==> src/hdl/ttv_pkg.sv <==
// Shared types and constants for the triangle tangent vector block.
// Used by ttv_ctrl, ttv_dpath and triangle_tangent_vector; depends on nothing.
package ttv_pkg;

    // Default coordinate datapath width (supported range 16 to 48)
    localparam int COORD_BITS_DEFAULT = 32;

    // Multiplier works on one 16-bit slice of the second operand per cycle
    localparam int CHUNK_W    = 16;
    // Slice counter width: up to four slices, enough for 49-bit edge values
    localparam int CHUNK_BITS = 2;

    // Divider: overflow bit plus 33 quotient bits, one bit per cycle
    localparam int QUOT_BITS   = 34;
    localparam int STEP_BITS   = 6;
    localparam logic [STEP_BITS-1:0] DIV_LAST_STEP = STEP_BITS'(QUOT_BITS - 1);
    // Numerator scale: Q16.16 fraction plus one bit for round-half
    localparam int ROUND_SHIFT = 17;

    // Clamp limits on the rounded magnitude
    localparam logic [32:0] LIMIT_POS = 33'h0_7FFF_FFFF;
    localparam logic [32:0] LIMIT_NEG = 33'h0_8000_0000;

    // Vertex slot within a triangle
    localparam logic [1:0] SLOT_V0 = 2'd0;
    localparam logic [1:0] SLOT_V1 = 2'd1;
    localparam logic [1:0] SLOT_V2 = 2'd2;

    // Sum-of-products term being evaluated
    localparam logic [1:0] TERM_DEN = 2'd0;
    localparam logic [1:0] TERM_X   = 2'd1;
    localparam logic [1:0] TERM_Y   = 2'd2;
    localparam logic [1:0] TERM_Z   = 2'd3;

    typedef struct packed {
        logic signed [31:0] pos_x;
        logic signed [31:0] pos_y;
        logic signed [31:0] pos_z;
        logic signed [31:0] tex_u;
        logic signed [31:0] tex_v;
    } vertex_word_t;

    typedef struct packed {
        logic signed [31:0] tangent_x;
        logic signed [31:0] tangent_y;
        logic signed [31:0] tangent_z;
        logic               degenerate;
        logic               saturated;
    } tangent_word_t;

    // Controller to datapath commands
    typedef struct packed {
        logic                  capture;    // hold vertex 0 or 1
        logic [1:0]            slot;
        logic                  edge_load;  // third vertex: form edge differences
        logic                  mul_step;   // one slice product
        logic                  mul_clear;  // first slice of a term
        logic [1:0]            term;
        logic                  half;       // second product, subtracted
        logic [CHUNK_BITS-1:0] chunk;
        logic                  abs_store;  // split accumulator into sign/magnitude
        logic                  degen_set;
        logic                  div_start;
        logic                  div_step;
        logic                  comp_store; // round, clamp and keep one component
        logic                  out_load;
    } ttv_cmd_t;

    // Datapath to controller status
    typedef struct packed {
        logic den_zero;
    } ttv_stat_t;

endpackage

==> src/hdl/triangle_tangent_vector.sv <==
// Vertices 0 and 1 are held in registers; the third vertex starts a run to a
// result, set by the 34-step divider run once per component and the 16-bit slice
// multiplier over NUM_CHUNKS = ceil((COORD_BITS+1)/16) slices of the second operand.
// A zero determinant ends the run after the determinant term, with no division.
// No new vertex is taken until the result word is loaded into the output register.
// Synchronous active-low reset clears the vertex count, sequencer and output valid.
module triangle_tangent_vector #(
    parameter int COORD_BITS = ttv_pkg::COORD_BITS_DEFAULT
) (
    input  logic                   aclk,
    input  logic                   aresetn,
    input  logic                   s_valid,
    output logic                   s_ready,
    input  ttv_pkg::vertex_word_t  s_word,
    output logic                   m_valid,
    input  logic                   m_ready,
    output ttv_pkg::tangent_word_t m_word
);

    ttv_pkg::ttv_cmd_t  cmd;
    ttv_pkg::ttv_stat_t stat;

    ttv_ctrl #(
        .COORD_BITS (COORD_BITS)
    ) u_ctrl (
        .aclk    (aclk),
        .aresetn (aresetn),
        .s_valid (s_valid),
        .s_ready (s_ready),
        .m_valid (m_valid),
        .m_ready (m_ready),
        .stat    (stat),
        .cmd     (cmd)
    );

    ttv_dpath #(
        .COORD_BITS (COORD_BITS)
    ) u_dpath (
        .aclk    (aclk),
        .aresetn (aresetn),
        .s_word  (s_word),
        .cmd     (cmd),
        .stat    (stat),
        .m_word  (m_word)
    );

    // A degenerate word carries a zero vector and no clamp flag
    a_degen_zero: assert property (@(posedge aclk) disable iff (!aresetn)
        m_valid && m_word.degenerate |->
            m_word.tangent_x == '0 && m_word.tangent_y == '0 &&
            m_word.tangent_z == '0 && !m_word.saturated)
        else $error("degenerate word with nonzero payload");

    // A new result word only comes from an output load
    a_valid_src: assert property (@(posedge aclk) disable iff (!aresetn)
        $rose(m_valid) |-> $past(cmd.out_load))
        else $error("output valid without load");

    // Output load never overwrites a word still waiting
    a_no_overwrite: assert property (@(posedge aclk) disable iff (!aresetn)
        cmd.out_load |-> (!m_valid || m_ready))
        else $error("output word overwritten");

    // Input is closed while the multiplier or divider is busy
    a_busy_closed: assert property (@(posedge aclk) disable iff (!aresetn)
        (cmd.mul_step || cmd.div_step) |-> !s_ready)
        else $error("input open during computation");

endmodule

==> src/hdl/ttv_ctrl.sv <==
// Sequencer for the triangle tangent vector block: vertex count, term,
// slice and divider step counters, output valid. Depends on ttv_pkg.
module ttv_ctrl #(
    parameter int COORD_BITS = ttv_pkg::COORD_BITS_DEFAULT
) (
    input  logic                aclk,
    input  logic                aresetn,
    input  logic                s_valid,
    output logic                s_ready,
    output logic                m_valid,
    input  logic                m_ready,
    input  ttv_pkg::ttv_stat_t  stat,
    output ttv_pkg::ttv_cmd_t   cmd
);

    localparam int CB         = ttv_pkg::CHUNK_BITS;
    localparam int EDGE_BITS  = COORD_BITS + 1;
    localparam int NUM_CHUNKS = (EDGE_BITS + ttv_pkg::CHUNK_W - 1) / ttv_pkg::CHUNK_W;
    localparam logic [CB-1:0] LAST_CHUNK = CB'(NUM_CHUNKS - 1);

    typedef enum logic [8:0] {
        ST_IDLE   = 9'b000000001,
        ST_MUL    = 9'b000000010,
        ST_DRAIN  = 9'b000000100,
        ST_ABS    = 9'b000001000,
        ST_DENCHK = 9'b000010000,
        ST_DIVS   = 9'b000100000,
        ST_DIV    = 9'b001000000,
        ST_COMP   = 9'b010000000,
        ST_DONE   = 9'b100000000
    } state_t;

    state_t                           state_reg, state_next;
    logic [1:0]                       count_reg, count_next;
    logic [1:0]                       term_reg, term_next;
    logic                             half_reg, half_next;
    logic [CB-1:0]                    chunk_reg, chunk_next;
    logic [ttv_pkg::STEP_BITS-1:0]    step_reg, step_next;
    logic                             m_valid_reg, m_valid_next;

    // Next state and command decode
    always_comb begin
        state_next   = state_reg;
        count_next   = count_reg;
        term_next    = term_reg;
        half_next    = half_reg;
        chunk_next   = chunk_reg;
        step_next    = step_reg;
        m_valid_next = m_valid_reg && !m_ready;
        s_ready      = 1'b0;
        cmd          = '0;
        cmd.slot     = count_reg;
        cmd.term     = term_reg;
        cmd.half     = half_reg;
        cmd.chunk    = chunk_reg;

        case (state_reg)
            ST_IDLE: begin
                s_ready = 1'b1;
                if (s_valid) begin
                    if (count_reg == ttv_pkg::SLOT_V2) begin
                        cmd.edge_load = 1'b1;
                        count_next    = ttv_pkg::SLOT_V0;
                        term_next     = ttv_pkg::TERM_DEN;
                        half_next     = 1'b0;
                        chunk_next    = '0;
                        state_next    = ST_MUL;
                    end else begin
                        cmd.capture = 1'b1;
                        count_next  = count_reg + 2'd1;
                    end
                end
            end
            ST_MUL: begin
                cmd.mul_step  = 1'b1;
                cmd.mul_clear = !half_reg && (chunk_reg == '0);
                if (chunk_reg == LAST_CHUNK) begin
                    chunk_next = '0;
                    if (half_reg) begin
                        half_next  = 1'b0;
                        state_next = ST_DRAIN;
                    end else begin
                        half_next = 1'b1;
                    end
                end else begin
                    chunk_next = chunk_reg + CB'(1);
                end
            end
            ST_DRAIN: begin
                // last slice product lands in the accumulator
                state_next = ST_ABS;
            end
            ST_ABS: begin
                cmd.abs_store = 1'b1;
                state_next = (term_reg == ttv_pkg::TERM_DEN) ? ST_DENCHK : ST_DIVS;
            end
            ST_DENCHK: begin
                if (stat.den_zero) begin
                    cmd.degen_set = 1'b1;
                    state_next    = ST_DONE;
                end else begin
                    term_next  = ttv_pkg::TERM_X;
                    state_next = ST_MUL;
                end
            end
            ST_DIVS: begin
                cmd.div_start = 1'b1;
                step_next     = '0;
                state_next    = ST_DIV;
            end
            ST_DIV: begin
                cmd.div_step = 1'b1;
                if (step_reg == ttv_pkg::DIV_LAST_STEP) begin
                    state_next = ST_COMP;
                end else begin
                    step_next = step_reg + 1'b1;
                end
            end
            ST_COMP: begin
                cmd.comp_store = 1'b1;
                if (term_reg == ttv_pkg::TERM_Z) begin
                    state_next = ST_DONE;
                end else begin
                    term_next  = term_reg + 2'd1;
                    state_next = ST_MUL;
                end
            end
            ST_DONE: begin
                // wait for the output register to free up
                if (!m_valid_reg || m_ready) begin
                    cmd.out_load = 1'b1;
                    m_valid_next = 1'b1;
                    state_next   = ST_IDLE;
                end
            end
            default: begin
                state_next = ST_IDLE;
            end
        endcase
    end

    // Control registers
    always_ff @(posedge aclk) begin
        if (!aresetn) begin
            state_reg   <= ST_IDLE;
            count_reg   <= ttv_pkg::SLOT_V0;
            term_reg    <= ttv_pkg::TERM_DEN;
            half_reg    <= 1'b0;
            chunk_reg   <= '0;
            step_reg    <= '0;
            m_valid_reg <= 1'b0;
        end else begin
            state_reg   <= state_next;
            count_reg   <= count_next;
            term_reg    <= term_next;
            half_reg    <= half_next;
            chunk_reg   <= chunk_next;
            step_reg    <= step_next;
            m_valid_reg <= m_valid_next;
        end
    end

    assign m_valid = m_valid_reg;

endmodule

==> src/hdl/ttv_dpath.sv <==
// Datapath for the triangle tangent vector block: vertex hold registers,
// edge differences, slice multiplier-accumulator, restoring divider, output
// register. Depends on ttv_pkg.
module ttv_dpath #(
    parameter int COORD_BITS = ttv_pkg::COORD_BITS_DEFAULT
) (
    input  logic                   aclk,
    input  logic                   aresetn,
    input  ttv_pkg::vertex_word_t  s_word,
    input  ttv_pkg::ttv_cmd_t      cmd,
    output ttv_pkg::ttv_stat_t     stat,
    output ttv_pkg::tangent_word_t m_word
);

    localparam int CW         = ttv_pkg::CHUNK_W;
    localparam int EDGE_BITS  = COORD_BITS + 1;
    localparam int LOW_BITS   = (COORD_BITS < 32) ? COORD_BITS : 32;
    localparam int NUM_CHUNKS = (EDGE_BITS + CW - 1) / CW;
    localparam int SLICE_BITS = NUM_CHUNKS * CW;
    localparam int PP_BITS    = EDGE_BITS + CW;
    localparam int ACC_BITS   = 2 * EDGE_BITS + 1;
    localparam int MAG_BITS   = 2 * EDGE_BITS;
    localparam int QB         = ttv_pkg::QUOT_BITS;
    localparam int REM_BITS   = MAG_BITS + QB;

    // Edge register slots
    localparam int ED_DU1    = 0;
    localparam int ED_DV1    = 1;
    localparam int ED_DU2    = 2;
    localparam int ED_DV2    = 3;
    localparam int ED_E1     = 4;
    localparam int ED_E2     = 7;
    localparam int NUM_EDGES = 10;

    // 32-bit field to the coordinate width, sign-extended to edge width
    function automatic logic signed [EDGE_BITS-1:0] widen(input logic [31:0] raw);
        widen = {{(EDGE_BITS - LOW_BITS){raw[LOW_BITS-1]}}, raw[LOW_BITS-1:0]};
    endfunction

    logic [31:0]                 v0_pos_reg [3];
    logic [31:0]                 v1_pos_reg [3];
    logic [31:0]                 v0_tex_reg [2];
    logic [31:0]                 v1_tex_reg [2];
    logic [31:0]                 in_pos [3];

    logic [31:0]                 edge_hi [NUM_EDGES];
    logic [31:0]                 edge_lo [NUM_EDGES];
    logic signed [EDGE_BITS-1:0] edge_diff [NUM_EDGES];
    logic [EDGE_BITS-1:0]        edge_abs [NUM_EDGES];
    logic [EDGE_BITS-1:0]        edge_mag_reg [NUM_EDGES];
    logic                        edge_sgn_reg [NUM_EDGES];

    logic [EDGE_BITS-1:0]        a_sel, b_sel;
    logic                        a_sgn, b_sgn;
    logic [SLICE_BITS-1:0]       b_pad;
    logic [CW-1:0]               b_slice;
    logic [PP_BITS-1:0]          pp_full;
    logic [PP_BITS-1:0]          pp_reg;
    logic [ttv_pkg::CHUNK_BITS-1:0] pp_shift_reg;
    logic                        pp_neg_reg;
    logic                        pp_valid_reg;
    logic [ACC_BITS-1:0]         pp_ext;
    logic [ACC_BITS-1:0]         acc_base, acc_next, acc_reg, acc_abs;

    logic [MAG_BITS-1:0]         den_mag_reg, num_mag_reg;
    logic                        den_sgn_reg, num_sgn_reg;

    logic [REM_BITS-1:0]         rem_reg, dsh_reg;
    logic [QB-1:0]               quot_reg;
    logic                        rem_ge;

    logic                        comp_neg, comp_over;
    logic [32:0]                 comp_limit, comp_mag, comp_val;
    logic [31:0]                 tx_reg, ty_reg, tz_reg;
    logic                        sat_reg, degen_reg;
    ttv_pkg::tangent_word_t      out_reg;

    assign in_pos[0] = s_word.pos_x;
    assign in_pos[1] = s_word.pos_y;
    assign in_pos[2] = s_word.pos_z;

    // Vertex 0 and 1 hold registers
    always_ff @(posedge aclk) begin
        if (cmd.capture) begin
            if (cmd.slot == ttv_pkg::SLOT_V0) begin
                v0_pos_reg[0] <= s_word.pos_x;
                v0_pos_reg[1] <= s_word.pos_y;
                v0_pos_reg[2] <= s_word.pos_z;
                v0_tex_reg[0] <= s_word.tex_u;
                v0_tex_reg[1] <= s_word.tex_v;
            end else begin
                v1_pos_reg[0] <= s_word.pos_x;
                v1_pos_reg[1] <= s_word.pos_y;
                v1_pos_reg[2] <= s_word.pos_z;
                v1_tex_reg[0] <= s_word.tex_u;
                v1_tex_reg[1] <= s_word.tex_v;
            end
        end
    end

    // Edge differences from vertex 0, as sign and magnitude
    always_comb begin
        edge_hi[ED_DU1] = v1_tex_reg[0];
        edge_lo[ED_DU1] = v0_tex_reg[0];
        edge_hi[ED_DV1] = v1_tex_reg[1];
        edge_lo[ED_DV1] = v0_tex_reg[1];
        edge_hi[ED_DU2] = s_word.tex_u;
        edge_lo[ED_DU2] = v0_tex_reg[0];
        edge_hi[ED_DV2] = s_word.tex_v;
        edge_lo[ED_DV2] = v0_tex_reg[1];
        for (int k = 0; k < 3; k++) begin
            edge_hi[ED_E1 + k] = v1_pos_reg[k];
            edge_lo[ED_E1 + k] = v0_pos_reg[k];
            edge_hi[ED_E2 + k] = in_pos[k];
            edge_lo[ED_E2 + k] = v0_pos_reg[k];
        end
        for (int i = 0; i < NUM_EDGES; i++) begin
            edge_diff[i] = widen(edge_hi[i]) - widen(edge_lo[i]);
            edge_abs[i]  = edge_diff[i][EDGE_BITS-1] ? EDGE_BITS'(-edge_diff[i])
                                                     : EDGE_BITS'(edge_diff[i]);
        end
    end

    always_ff @(posedge aclk) begin
        if (cmd.edge_load) begin
            for (int i = 0; i < NUM_EDGES; i++) begin
                edge_mag_reg[i] <= edge_abs[i];
                edge_sgn_reg[i] <= edge_diff[i][EDGE_BITS-1];
            end
        end
    end

    // Operand select: term = a1*dv2 - a2*dv1, a1/a2 from edge 1/2 (du1/du2 for the determinant)
    always_comb begin
        case (cmd.term)
            ttv_pkg::TERM_DEN: begin
                a_sel = cmd.half ? edge_mag_reg[ED_DU2] : edge_mag_reg[ED_DU1];
                a_sgn = cmd.half ? edge_sgn_reg[ED_DU2] : edge_sgn_reg[ED_DU1];
            end
            ttv_pkg::TERM_X: begin
                a_sel = cmd.half ? edge_mag_reg[ED_E2] : edge_mag_reg[ED_E1];
                a_sgn = cmd.half ? edge_sgn_reg[ED_E2] : edge_sgn_reg[ED_E1];
            end
            ttv_pkg::TERM_Y: begin
                a_sel = cmd.half ? edge_mag_reg[ED_E2 + 1] : edge_mag_reg[ED_E1 + 1];
                a_sgn = cmd.half ? edge_sgn_reg[ED_E2 + 1] : edge_sgn_reg[ED_E1 + 1];
            end
            ttv_pkg::TERM_Z: begin
                a_sel = cmd.half ? edge_mag_reg[ED_E2 + 2] : edge_mag_reg[ED_E1 + 2];
                a_sgn = cmd.half ? edge_sgn_reg[ED_E2 + 2] : edge_sgn_reg[ED_E1 + 2];
            end
            default: begin
                a_sel = '0;
                a_sgn = 1'b0;
            end
        endcase
        b_sel   = cmd.half ? edge_mag_reg[ED_DV1] : edge_mag_reg[ED_DV2];
        b_sgn   = cmd.half ? edge_sgn_reg[ED_DV1] : edge_sgn_reg[ED_DV2];
        b_pad   = SLICE_BITS'(b_sel);
        b_slice = b_pad[cmd.chunk * CW +: CW];
        pp_full = {{CW{1'b0}}, a_sel} * {{EDGE_BITS{1'b0}}, b_slice};
    end

    // Slice product register
    always_ff @(posedge aclk) begin
        if (!aresetn) begin
            pp_valid_reg <= 1'b0;
        end else begin
            pp_valid_reg <= cmd.mul_step;
        end
        if (cmd.mul_step) begin
            pp_reg       <= pp_full;
            pp_shift_reg <= cmd.chunk;
            pp_neg_reg   <= a_sgn ^ b_sgn ^ cmd.half;
        end
    end

    // Accumulate the weighted slice product
    always_comb begin
        pp_ext   = ACC_BITS'(pp_reg) << (pp_shift_reg * CW);
        acc_base = cmd.mul_clear ? '0 : acc_reg;
        if (pp_valid_reg) begin
            acc_next = pp_neg_reg ? acc_base - pp_ext : acc_base + pp_ext;
        end else begin
            acc_next = acc_base;
        end
        acc_abs = acc_reg[ACC_BITS-1] ? -acc_reg : acc_reg;
    end

    always_ff @(posedge aclk) begin
        acc_reg <= acc_next;
    end

    // Sign and magnitude of the finished term
    always_ff @(posedge aclk) begin
        if (cmd.abs_store) begin
            if (cmd.term == ttv_pkg::TERM_DEN) begin
                den_mag_reg <= acc_abs[MAG_BITS-1:0];
                den_sgn_reg <= acc_reg[ACC_BITS-1];
            end else begin
                num_mag_reg <= acc_abs[MAG_BITS-1:0];
                num_sgn_reg <= acc_reg[ACC_BITS-1];
            end
        end
    end

    assign stat.den_zero = (den_mag_reg == '0);

    // Restoring divider: (|num|*2^17 + |den|) / (2|den|), top bit is overflow
    assign rem_ge = (rem_reg >= dsh_reg);

    always_ff @(posedge aclk) begin
        if (cmd.div_start) begin
            rem_reg  <= REM_BITS'({num_mag_reg, {ttv_pkg::ROUND_SHIFT{1'b0}}})
                      + REM_BITS'(den_mag_reg);
            dsh_reg  <= {den_mag_reg, {QB{1'b0}}};
            quot_reg <= '0;
        end else if (cmd.div_step) begin
            if (rem_ge) begin
                rem_reg <= rem_reg - dsh_reg;
            end
            dsh_reg  <= dsh_reg >> 1;
            quot_reg <= {quot_reg[QB-2:0], rem_ge};
        end
    end

    // Clamp and sign the rounded quotient
    always_comb begin
        comp_neg   = num_sgn_reg ^ den_sgn_reg;
        comp_limit = comp_neg ? ttv_pkg::LIMIT_NEG : ttv_pkg::LIMIT_POS;
        comp_over  = quot_reg[QB-1] || (quot_reg[32:0] > comp_limit);
        comp_mag   = comp_over ? comp_limit : quot_reg[32:0];
        comp_val   = comp_neg ? -comp_mag : comp_mag;
    end

    always_ff @(posedge aclk) begin
        if (cmd.edge_load) begin
            sat_reg   <= 1'b0;
            degen_reg <= 1'b0;
        end else begin
            if (cmd.degen_set) begin
                degen_reg <= 1'b1;
            end
            if (cmd.comp_store) begin
                sat_reg <= sat_reg | comp_over;
            end
        end
        if (cmd.comp_store) begin
            case (cmd.term)
                ttv_pkg::TERM_X: tx_reg <= comp_val[31:0];
                ttv_pkg::TERM_Y: ty_reg <= comp_val[31:0];
                ttv_pkg::TERM_Z: tz_reg <= comp_val[31:0];
                default: ;
            endcase
        end
    end

    // Output word register
    always_ff @(posedge aclk) begin
        if (cmd.out_load) begin
            out_reg.tangent_x  <= degen_reg ? '0 : tx_reg;
            out_reg.tangent_y  <= degen_reg ? '0 : ty_reg;
            out_reg.tangent_z  <= degen_reg ? '0 : tz_reg;
            out_reg.degenerate <= degen_reg;
            out_reg.saturated  <= !degen_reg && sat_reg;
        end
    end

    assign m_word = out_reg;

endmodule
==> config.mk <==
export PLATFORM = sky130hd
export DESIGN_NAME = triangle_tangent_vector
export DESIGN_NICKNAME = d
export VERILOG_FILES = /design/src/hdl/ttv_pkg.sv /design/src/hdl/triangle_tangent_vector.sv /design/src/hdl/ttv_ctrl.sv /design/src/hdl/ttv_dpath.sv
export SDC_FILE = /design/constraint.sdc
export NUM_CORES = 2
export LEC_CHECK = 0
export BUFFER_PORTS_ARGS = -buffer_cell sky130_fd_sc_hd__buf_2
export CAP_MARGIN = 20
export CORE_ASPECT_RATIO = 1.4
export CORE_UTILIZATION = 33
export DETAILED_ROUTE_END_ITERATION = 16
export PLACE_DENSITY_LB_ADDON = 0.3
export SKIP_CTS_REPAIR_TIMING = 1
export SLEW_MARGIN = 20
export SYNTH_ARGS = -nofsm -noshare
export SYNTH_HDL_FRONTEND = slang
export SYNTH_HIERARCHICAL = 1
export SYNTH_SLANG_ARGS = --single-unit
export TNS_END_PERCENT = 100
==> constraint.sdc <==
create_clock -name aclk -period 83.1 [get_ports aclk]
set_input_delay 8.31 -clock aclk [delete_from_list [all_inputs] [get_ports aclk]]
set_output_delay 8.31 -clock aclk [all_outputs]
set_load 0.1 [all_outputs]
Word level (Yosys, flattened, before mapping)
Memories as Yosys holds them, arrays and structs flattened.
Index checks and enable logic that the tools add are counted.

storage, ports and cells
  memories = 6
  bits of input ports = 164
  register bits = 707
  RAM bits = 660
  output and inout bits = 100
  word-level logic and storage cells = 215

cells by class
  $mul = 1
  $lt $le $gt $ge = 2
  reduce and logical (&&, ||, !) cells = 30
  bitwise operators = 5
  add/subtract/negate cells = 30
  shift operators = 2
  mux-type cells = 85
  equality and inequality tests = 24

memory list
  memory                words  width  read ports  clocked after Yosys merged registers in  write ports  RTL line         RTL
  u_dpath.edge_mag_reg  10     33     10          0                                        10           ttv_dpath.sv:50  logic [EDGE_BITS-1:0] edge_mag_reg [NUM_EDGES];
  u_dpath.v0_pos_reg    3      32     3           0                                        3            ttv_dpath.sv:40  logic [31:0] v0_pos_reg [3];
  u_dpath.v1_pos_reg    3      32     3           0                                        3            ttv_dpath.sv:41  logic [31:0] v1_pos_reg [3];
  u_dpath.v0_tex_reg    2      32     2           0                                        2            ttv_dpath.sv:42  logic [31:0] v0_tex_reg [2];
  u_dpath.v1_tex_reg    2      32     2           0                                        2            ttv_dpath.sv:43  logic [31:0] v1_tex_reg [2];
  u_dpath.edge_sgn_reg  10     1      10          0                                        10           ttv_dpath.sv:51  logic edge_sgn_reg [NUM_EDGES];

operators by type and width
  kind               number
  $mux 100           5
  $mux 33            15
  $neg 33->33        10
  $sub 32x32->33     10
  $mux 67            3
  $pmux 33 s4        1
  $ge 100x100->1     1
  $sub 100x100->100  1
  $mux 32            3
  $add 83x66->84     1
  $pmux 9 s9         1
  $mux 9             8
  $add 67x67->67     1
  $shl 49x6->67      1
  $sub 67x67->67     1
  $logic_not 66->1   1
  $mux 66            1
  $neg 66->66        1
  $mul 33x16->49     1
  $shiftx 48x7->16   1
  $mux 1             34
  $gt 33x32->1       1
  $neg 32->32        1
  $reduce_and 2->1   8
  36 further kinds   68

Logic depth before layout (Yosys ltp)
  word-level depth = 7
  mapped depth = 33
  depth with buffers taken out = 29

Cells and area by module
The synthesis kept the hierarchy.

by module, submodules not included
  module     area an instance (um^2)  cells each  instances
  ttv_dpath  105293.5                 10734       1
  ttv_ctrl   1335.0                   156         1

Worst setup path before layout
Ideal clock, no wire load.

  path type = input-to-reg
  start = input s_valid
  end = memory u_dpath/edge_mag_reg[0][0] (netlist name) (enable)
  stages = 2
  arrival time = 33.151 ns
  path buffers = 0
  setup time = 1.534 ns
  setup slack = 48.415 ns
  required time = 81.566 ns
  path through = nand4_1 -> nor3b_1

RTL lines
  what                RTL line                       RTL
  start: declaration  triangle_tangent_vector.sv:12  input logic s_valid,
  end: declaration    ttv_dpath.sv:50

==> key figures <==
Synthesis
  • Count of state elements after synthesis: 1367
  • Syn Area/Cell: 9.79 sq um
  • Synthesized net count: 12200
  • Synth top area cells: edfxtp_1, fa_1, ha_1
  • Area share of the leading cell type in the synthesized netlist: 34.0%
  • Total number of yosys warnings: 6
  • Asr flop ratio synth: 0%
  • Multiplexer area fraction after synthesis: 4.09%
  • Area leader, netlist: edfxtp_1
  • Synth Area in Adders: 16.6%
  • Top FF cell, synth: edfxtp_1
  • Register area share after synthesis: 37.0%
  • Cell Area, Synth: 107000 sq um
  • Synth Area in Compound Gates: 15.4%
  • Xor-xnor portion of the synthesized cell area: 7.61%
  • Library cells used by synthesis: 120
  • Largest family of logic cells by synthesized area: adder cells
  • Post-Synth Simple-Gate Area: 14.6%
  • Number of synthesized flops with an enable pin: 1206
  • Cell count after synthesis: 10900

Power
  • Total leakage power: 47.4 nW
  • Power Dens Cells: 33.4 nW/um^2
  • Total power: 3.96 mW
  • Peak VDD IR: 0.0440 mV

Detailed routing
  • DR iter-0 viols: 4809
  • DRC Markers: 0
  • Total vias in the final route: 81200
  • WL per Instance: 21.9 um
  • DRT Pass-1 Iters: 5
  • Via-to-Cell Ratio: 5.28
  • Antenna viol nets, final: 0
  • Final WL: 337000 um

Floorplanning
  • Core ar.: 321000 sq um
  • Die extent in y: 675 um
  • Initial core utilization: 33.2%
  • Rows: 246
  • Die W: 482 um
  • IO Pins: 264
  • Die area: 325000 sq um

Clock network
  • Bufs on Longest Clock Path: 4
  • Clock Sinks: 1367
  • H-tree depth: 4
  • TritonCTS clock tree: built
  • CTS root buffer: clkbuf_16
  • TritonCTS buffer count: 163
  • Clk slew on worst S/H paths: 0.06 ns
  • Clk Latency, worst-skew pair: 0.87 ns

Setup path
  • Critical path data arrival time: 13.21 ns
  • CP max FO: 75
  • Worst reg-to-reg path cell count: 26
  • Startpoint Class: input port
  • Worst path required time: 83.58 ns
  • Kind of critical path: in2reg
  • CP endpoint kind: flop

Finish
  • Fillers: 32400
  • Fin nets: 12400
  • Max FFs per register: 330
  • Commonest non-fill, non-tap cell in the layout: edfxtp_1
  • Most frequent cells in the layout: edfxtp_1, nand2_1, inv_1
  • Area grow syn2layout: 11.0%
  • Share of layout cells above drive strength 1: 8.37%
  • Core Util, Final: 36.9%

STA
  • Hold_ws: 0.516 ns
  • Tmin final: 12.73 ns
  • Final worst path period share: 15.3%
  • Setup violators final: 0
  • Worst Skew: 0.106 ns
  • Unrepaired setup endpoints after global routing: false
  • Final worst-path setup slack: 70.37 ns
  • Post-route setup TNS: 0 ns
  • Slew Limit Fails: 0
  • Worst slew pin tran: 1.22 ns
  • Final hold viol count: 0
  • Max Freq: 0.0786 GHz
  • Max-slew headroom: 17.8%

Place
  • Routability cong.: 1.01
  • IO buf count: 263
  • Worst slack at placement: 69.52 ns
  • Dpl hpwl: 266000 um

Status
  • Status: complete, no violations

GRT
  • Largest net degree at the start of global routing: 126
  • Antenna violations before repair: 47
  • First-pass GRT wire length: 499000 um
  • Tot GR Track Use: 20.3%
  • GRT overflow: 0
  • Vias in the first global route: 80200

Worst hold path
  • Hold Path Class: reg2reg
  • Worst Hold Depth: 2

Job
  • Max-cap violation count: 0
## metrics by stage
step	std cells	instance area, sq um
6_report	15400	118000
5_1_grt	15400	118000
4_1_cts	15400	118000
3_5_place_dp	15100	113000
3_3_place_gp	15100	113000
2_1_floorplan	10900	107000
## worst max-delay path, cell delays in order
cell     delay (ns)
buf_2          0.09
nand4_1        0.21
nor3b_2        0.33
buf_4          0.76
buf_4          0.84
buf_4          0.70
buf_4          0.86
buf_4          0.84
## synth_stat cells, types with 99 or more instances
cell      number
a211oi_1      99
a21o_1       329
a21oi_1      735
clkbuf_1     332
dfxtp_1      161
edfxtp_1    1206
fa_1         445
ha_1         705
inv_1        962
mux2_2       102
mux2i_1      153
nand2_1      980
nand2b_1     107
nand3_1      165
nand4_1      122
nor2_1       886
nor2b_1      282
nor3_1       170
o21a_1       102
o21ai_0      568
xnor2_1      609
xor2_1       318
## per-layer routing
layer  global-route usage (%)  share of wire [%]  vias to the layer above  routed length, um
li1                         -                  -                    39100                  -
met1                     21.4                 37                    39300             124000
met2                     36.7                 51                     1997             171000
met3                     2.87                4.1                      822              14000
met4                     14.5                8.2                       36              27600
met5                        0              0.067                        -                227
## worst paths after layout
check / startpoint / slack, ns / end
worst max-delay path: s_valid / 70.37 / u_dpath/edge_mag_reg[3][5]
worst min-delay path: u_dpath/dsh_reg[0] / 0.52 / u_dpath/dsh_reg[0]
worst max register to register: u_ctrl/term_reg[1] / 73.18 / u_dpath/pp_reg[46]
worst min register to register: u_dpath/dsh_reg[0] / 0.52 / u_dpath/dsh_reg[0]
## layout make-up
type / instances / area (sq um) / share of cell area [%]
Clock buffer: 202 / 4330 / 3.66
Multi-Input combinational cell: 8185 / 62300 / 52.7
Antenna cell: 18 / 45.0 / 0.0381
Tap cell: 4216 / 5280 / 4.46
Inverter: 964 / 3630 / 3.07
Clock inverter: 91 / 1250 / 1.05
Sequential cell: 1367 / 39500 / 33.3
Timing Repair Buffer: 356 / 2040 / 1.73
## report_power, final
part | switching (mW) | total, mW | internal [mW]
Combinational | 1.35 | 2.24 | 0.884
Clock | 0.305 | 0.758 | 0.454
Sequential | 0.0379 | 0.962 | 0.924
## kinds of logic (layout without fill, tap and decap cells)
group,after synthesis,after routing
adders and majority gates,1150,1150
xor gates and xnor gates,927,927
and+or+nand+nor,3226,3226
DFF,1367,1367
AOI/OAI and AO/OA,2552,2552
buffers and inverters,1338,1613
muxes,330,330
other,0,18
(Power assumes the default switching activity.)
